### config.mk
export PLATFORM = sky130hd
export DESIGN_NAME = sorted_priority_queue
export DESIGN_NICKNAME = d
export VERILOG_FILES = /design/src/rtl/core/spq_pkg.sv /design/src/rtl/core/spq_cell.sv /design/src/rtl/core/sorted_priority_queue.sv
export SDC_FILE = /design/constraint.sdc
export NUM_CORES = 2
export LEC_CHECK = 0
export ABC_CLOCK_PERIOD_IN_PS = 6900
export BUFFER_PORTS_ARGS = -buffer_cell sky130_fd_sc_hd__buf_2
export CAP_MARGIN = 20
export CELL_PAD_IN_SITES_DETAIL_PLACEMENT = 1
export CELL_PAD_IN_SITES_GLOBAL_PLACEMENT = 2
export CORE_UTILIZATION = 43
export DETAILED_ROUTE_END_ITERATION = 6
export HOLD_SLACK_MARGIN = 0.03
export PLACE_DENSITY = 0.92
export SYNTH_ARGS = -nofsm -noshare
export SYNTH_HDL_FRONTEND = slang
export SYNTH_SLANG_ARGS = --single-unit
### constraint.sdc
create_clock -name clk -period 6.9 [get_ports clk]
set_input_delay 0.69 -clock clk [delete_from_list [all_inputs] [get_ports clk]]
set_output_delay 0.69 -clock clk [all_outputs]
set_load 0.005 [all_outputs]
### src/rtl/core/spq_pkg.sv
`timescale 1ns / 1ps
`default_nettype none
// ----------------------------------------------------------------------------
// Sorted priority queue package
// Status codes, operation kinds and the control word broadcast to the cells.
// ----------------------------------------------------------------------------
package spq_pkg;

    localparam int VALUE_W  = 32;
    localparam int COUNT_W  = 5;

    localparam logic KIND_INSERT = 1'b0;
    localparam logic KIND_TAKE   = 1'b1;

    typedef enum logic [2:0] {
        ST_INSERTED  = 3'd0,
        ST_DUPLICATE = 3'd1,
        ST_FULL      = 3'd2,
        ST_TAKEN     = 3'd3,
        ST_EMPTY     = 3'd4
    } status_t;

    // broadcast to every cell in the cycle a word is accepted
    typedef struct packed {
        logic                       ins;   // insert goes ahead
        logic                       take;  // head is removed
        logic signed [VALUE_W-1:0]  value;
    } cell_ctl_t;

endpackage
`default_nettype wire

### src/rtl/core/spq_cell.sv
`timescale 1ns / 1ps
`default_nettype none
// ----------------------------------------------------------------------------
// Sorted priority queue cell
// Holds one entry; keeps it, takes the new value, or takes a neighbour's entry.
// ----------------------------------------------------------------------------
module spq_cell
(
    input  wire logic                                 clk,
    input  wire spq_pkg::cell_ctl_t                   ctl,
    input  wire logic                                 own_valid,
    input  wire logic                                 left_lt,
    input  wire logic signed [spq_pkg::VALUE_W-1:0]   left_val,
    input  wire logic signed [spq_pkg::VALUE_W-1:0]   right_val,
    output logic signed [spq_pkg::VALUE_W-1:0]        val,
    output logic                                      lt,
    output logic                                      eq
);

    logic signed [spq_pkg::VALUE_W-1:0] val_reg;
    logic signed [spq_pkg::VALUE_W-1:0] val_next;

    assign lt  = own_valid && (val_reg < ctl.value);
    assign eq  = own_valid && (val_reg == ctl.value);
    assign val = val_reg;

    always_comb
    begin
        val_next = val_reg;
        if (ctl.take)
        begin
            val_next = right_val;
        end
        else if (ctl.ins && !lt)
        begin
            // first cell not below the new value is its slot; the rest shift up
            if (left_lt)
            begin
                val_next = ctl.value;
            end
            else
            begin
                val_next = left_val;
            end
        end
    end

    always_ff @(posedge clk)
    begin
        val_reg <= val_next;
    end

endmodule
`default_nettype wire

### src/rtl/core/sorted_priority_queue.sv
`timescale 1ns / 1ps
`default_nettype none
// ----------------------------------------------------------------------------
// Sorted priority queue
// Bounded ascending store of signed 32-bit values built as a row of cells.
// ----------------------------------------------------------------------------
// Use: drive a word on the input channel (kind, value) with in_valid; it is
// taken at an edge where in_stall is low. kind 0 inserts value at its sorted
// place (ignored if already held, rejected when full); kind 1 removes the
// smallest entry. Every input word yields one output word (status,
// taken_value, count) on the output channel, taken where out_stall is low.
// The result is registered: it sits in the output register the cycle after
// acceptance. Throughput is one word per cycle while the receiver does not
// stall; all cells compare against the new value at once and shift in the same
// edge, so the compare and shift across the row is what fixes the cycle.
// When the receiver stalls, the held result blocks the input channel through
// in_stall until it is taken; no word is lost or repeated.
// Reset empties the store (count 0) and clears the output valid; the entry
// values themselves are not cleared, since only entries below the count are
// ever read.
// ----------------------------------------------------------------------------
module sorted_priority_queue
#(
    parameter int CAPACITY = 16
)
(
    input  wire logic                                 clk,
    input  wire logic                                 rst_n,
    input  wire logic                                 in_valid,
    output logic                                      in_stall,
    input  wire logic                                 kind,
    input  wire logic signed [spq_pkg::VALUE_W-1:0]   value,
    output logic                                      out_valid,
    input  wire logic                                 out_stall,
    output logic [2:0]                                status,
    output logic signed [spq_pkg::VALUE_W-1:0]        taken_value,
    output logic [spq_pkg::COUNT_W-1:0]               count
);

    localparam int CW = $clog2(CAPACITY + 1);

    logic                                   in_acc;
    logic                                   is_take;
    logic                                   empty;
    logic                                   full;
    logic                                   dup;
    logic                                   go_ins;
    logic                                   go_take;
    spq_pkg::cell_ctl_t                     ctl;

    logic [CAPACITY-1:0]                    cvalid;
    logic [CAPACITY-1:0]                    clt;
    logic [CAPACITY-1:0]                    ceq;
    logic signed [spq_pkg::VALUE_W-1:0]     cval [CAPACITY];

    logic [CW-1:0]                          occ_reg;
    logic [CW-1:0]                          occ_next;
    logic                                   out_valid_reg;
    logic                                   out_valid_next;
    spq_pkg::status_t                       status_reg;
    spq_pkg::status_t                       status_next;
    logic signed [spq_pkg::VALUE_W-1:0]     taken_reg;
    logic signed [spq_pkg::VALUE_W-1:0]     taken_next;
    logic [CW+spq_pkg::COUNT_W-1:0]         count_ext;

    assign in_stall = out_valid_reg && out_stall;
    assign in_acc   = in_valid && !in_stall;
    assign is_take  = (kind == spq_pkg::KIND_TAKE);
    assign empty    = (occ_reg == '0);
    assign full     = (occ_reg == CW'(CAPACITY));
    assign dup      = |ceq;
    assign go_ins   = in_acc && !is_take && !dup && !full;
    assign go_take  = in_acc && is_take && !empty;

    assign ctl.ins   = go_ins;
    assign ctl.take  = go_take;
    assign ctl.value = value;

    genvar gi;
    generate
        for (gi = 0; gi < CAPACITY; gi++)
        begin : g_cell
            logic                               l_lt;
            logic signed [spq_pkg::VALUE_W-1:0] l_val;
            logic signed [spq_pkg::VALUE_W-1:0] r_val;

            assign cvalid[gi] = (occ_reg > CW'(gi));

            if (gi == 0)
            begin : g_first
                assign l_lt  = 1'b1;
                assign l_val = value;
            end
            else
            begin : g_mid
                assign l_lt  = clt[gi-1];
                assign l_val = cval[gi-1];
            end

            if (gi == CAPACITY - 1)
            begin : g_last
                assign r_val = cval[gi];
            end
            else
            begin : g_inner
                assign r_val = cval[gi+1];
            end

            spq_cell u_cell
            (
                .clk       (clk),
                .ctl       (ctl),
                .own_valid (cvalid[gi]),
                .left_lt   (l_lt),
                .left_val  (l_val),
                .right_val (r_val),
                .val       (cval[gi]),
                .lt        (clt[gi]),
                .eq        (ceq[gi])
            );
        end
    endgenerate

    always_comb
    begin
        occ_next       = occ_reg;
        out_valid_next = out_valid_reg && out_stall;
        status_next    = status_reg;
        taken_next     = taken_reg;
        if (in_acc)
        begin
            out_valid_next = 1'b1;
            taken_next     = '0;
            if (is_take)
            begin
                if (empty)
                begin
                    status_next = spq_pkg::ST_EMPTY;
                end
                else
                begin
                    status_next = spq_pkg::ST_TAKEN;
                    taken_next  = cval[0];
                    occ_next    = occ_reg - CW'(1);
                end
            end
            else if (dup)
            begin
                status_next = spq_pkg::ST_DUPLICATE;
            end
            else if (full)
            begin
                status_next = spq_pkg::ST_FULL;
            end
            else
            begin
                status_next = spq_pkg::ST_INSERTED;
                occ_next    = occ_reg + CW'(1);
            end
        end
    end

    always_ff @(posedge clk or negedge rst_n)
    begin
        if (!rst_n)
        begin
            occ_reg       <= '0;
            out_valid_reg <= 1'b0;
        end
        else
        begin
            occ_reg       <= occ_next;
            out_valid_reg <= out_valid_next;
        end
    end

    always_ff @(posedge clk)
    begin
        status_reg <= status_next;
        taken_reg  <= taken_next;
    end

    assign count_ext   = {{spq_pkg::COUNT_W{1'b0}}, occ_reg};
    assign out_valid   = out_valid_reg;
    assign status      = status_reg;
    assign taken_value = taken_reg;
    assign count       = count_ext[spq_pkg::COUNT_W-1:0];

    // occupancy never runs past the row
    a_occ_bound: assert property (@(posedge clk) disable iff (!rst_n)
        occ_reg <= CW'(CAPACITY))
        else $error("occupancy beyond capacity");

    // take on an empty store reports empty and leaves it empty
    a_empty_take: assert property (@(posedge clk) disable iff (!rst_n)
        in_acc && is_take && empty |=>
            status_reg == spq_pkg::ST_EMPTY && occ_reg == '0)
        else $error("empty take mishandled");

    // an insert never grows a full store
    a_full_hold: assert property (@(posedge clk) disable iff (!rst_n)
        in_acc && !is_take && full |=> $stable(occ_reg))
        else $error("full store grew");

    // a stalled result is held until the receiver takes it
    a_out_hold: assert property (@(posedge clk) disable iff (!rst_n)
        out_valid_reg && out_stall |=> out_valid_reg && $stable(status_reg))
        else $error("stalled result lost");

    generate
        if (CAPACITY > 1)
        begin : g_order_chk
            // head stays strictly below its neighbour
            a_sorted: assert property (@(posedge clk) disable iff (!rst_n)
                occ_reg >= CW'(2) |-> cval[0] < cval[1])
                else $error("head out of order");
        end
    endgenerate

endmodule
`default_nettype wire

==> qor.txt <==
outcome: finished clean
clock transition at the registers of the reported paths: 0.05 ns
commonest cells after routing, fill and taps aside: nand2_1 (575), edfxtp_1 (547), ha_1 (518), o21ai_0 (512), mux2i_1 (450)
clk_lat worst skew: 0.62 ns
Yosys reg bits: 553
Worst Skew: 0.03245 ns
core area: 88920 um2
commonest non-fill, non-tap cell in the layout: nand2_1
Port Buf Inserts: 78
routability cong.: 0.9040
io pins: 79
pre-CTS setup slack: 1.222 ns
crit path time final: 5.217 ns
top cell type's share of synthesized area: 0.4232
CTS tree: done
Crit Path Max Fanout: 34
DRT Pass-1 Iters: 5
TritonCTS Buffers: 68
Clk pwr share: 0.246
Max VDD drop: 0.1884 mV
P_sw: 0.005184 W
final setup fails: 0
initial core utilization: 0.4365
Final Cycle Share: 0.7560
post-cts resize count: 0
chip height: 302.4 um
deepest clock path buffer count: 3
first-pass GRT wire length: 186900 um
Layout area overhead: 9.319%
Final ANT Viol Nets: 0
drt drc: 0
sequential-to-total area share from yosys stat: 0.4271
Root Buffer: clkbuf_16
vias in the first global route: 31630
syn_area_per_cell: 10.49 um2
Routed WL: 120600 um
fmax: 0.1917 GHz
Netlist cell types: 73
Fin. Hold Viols: 0
combinational fraction of design power: 0.369
Rows: 109
Post-synth top flop: edfxtp_1
Arrival @ worst endpoint: 5.49 ns
die width: 302.4 um
largest net degree at the start of global routing: 237
Critical Path RT: 7.18 ns
CP startpoint kind: register
Die Area: 91470 um2
H-tree depth: 3
final worst setup slack: 1.683 ns
detailed placer's ending HPWL: 89950 um
reg-to-reg setup timing slack: 1.68 ns
setup TNS: 0 ns
Switching Fraction: 0.3704
max cap viols: 0
HP Class: primary input to register
Via Count: 30013
Syn Nets: 4255
initial antenna violation count: 3
Syn Inst Count: 3700
PD cells: 329.9 nW/um2
Slew @ Worst Pin: 1.107 ns
Cell Area, Synth: 38810 um2
Seq pwr share: 0.385
post-synth top area cell: edfxtp_1
Async SR Flop Fraction: 0.01085
Layout Utilization: 0.4772
RSZ-0062 raised after global routing: no
internal power: 0.008812 W
Slew headroom: 0.2517
nets@finish: 4255
max reg flops: 512
Post-synth EDFFs: 547
Tot GR Track Use: 0.2634
Crit Path Class: register to register
Routed wire per std cell: 24.55 um
drt first-iter violations: 2142
layout cells sized above 1: 0.07982
CP endpoint kind: register
leading post-synthesis cells by cell area: edfxtp_1 (42%), ha_1 (17%), mux2i_1 (12%)
Slew Viols, Final: 0
vias per inst: 6.110
leak pwr: 17.20 nW
YS warnings: 0
grt total ovfl: 0
total power: 0.01400 W
clk sink count: 553
-- power by group through the flow --
stage / registers [W] / clock network, W / logic [W]
floorplan: 0.00515 / 0 / 0.00380
global placement: 0.00543 / 0 / 0.00481
detailed placement: 0.00544 / 0 / 0.00506
CTS: 0.00538 / 0.00349 / 0.00511
global route: 0.00546 / 0.00361 / 0.00567
finish: 0.00539 / 0.00344 / 0.00517
-- synth_stat cells, types with 33 or more instances --
master	number
mux2_2	38
o21ai_1	36
nor2_1	37
o21ai_0	513
nand4_1	116
buf_2	33
and3_1	35
edfxtp_1	547
inv_1	69
clkbuf_1	150
a21oi_1	219
ha_1	518
nand3_1	48
nand2_1	575
a21o_1	59
mux2i_1	452
-- path summary, 6_finish.rpt --
check	startpoint	endpoint	cells after the start
max	count[4]	g_cell[4].u_cell.val[17]	9
min	in_valid	out_valid	2
max reg2reg	count[4]	g_cell[4].u_cell.val[17]	9
min reg2reg	g_cell[15].u_cell.val[29]	g_cell[14].u_cell.val[29]	2
max in group asynchronous	rst_n	out_valid	2
min in group asynchronous	rst_n	count[1]	2
-- metal layers --
layer	routed length, um	track usage	part of all wire	vias to the layer above
met1	54990	0.3585	0.46	15212
met5	17	0	0.00014	-
met4	2635	0.06461	0.022	4
met2	58310	0.4462	0.48	592
met3	4632	0.03108	0.038	177
li1	-	-	-	14028
-- layout make-up --
class                   instances  area, um2
fillers                      9765      46490
multi-input cells            2871      21170
flip-flops and latches        553      16580
clock buffers                  85       1787
well taps                    1165       1458
repair buffers                137      955.9
inverters                      69      259.0
clock inverters                31      227.7
diodes                          1      2.502
-- critical path: stages (launching register included) --
cell	delay, ns
dfrtp_1	0.60
nor3_2	0.43
nand2_1	0.69
nand4_1	0.51
nand4_1	0.20
nor3_4	0.38
nand2_2	0.11
or4_1	0.86
o21ai_4	0.68
buf_4	0.38
-- what timing repair did --
| action | 4_1_cts | 5_1_grt |
|---|---|---|
| hold buffers | 1 | 0 |
| setup buffers | 0 | 0 |
| endpoints found under the hold margin | 6 | 0 |
| endpoints found under the setup margin | 0 | 0 |
-- kinds of logic (layout without fill, tap and decap cells) --
logic type	after synthesis	in the layout	synth area share
simple gates	906	906	0.1077
xor+xnor	2	2	0.0004514
fa+ha+maj	518	518	0.1670
mux	494	494	0.1292
other cells	0	1	0
buf+inv	276	322	0.03133
flops	553	553	0.4271
compound gates	951	951	0.1372
-- metrics by stage --
step | area (um2) | hold slack, ns | cells
CTS | 42360 | 0.2767 | 4908
finish | 42430 | 0.2972 | 4912
detailed placement | 40340 | 0.5592 | 4791
global placement | 40340 | 0.5412 | 4791
floorplan | 38810 | 0.3944 | 3700
global route | 42430 | 0.3012 | 4911
No activity file was read; power rests on OpenSTA's default activity.
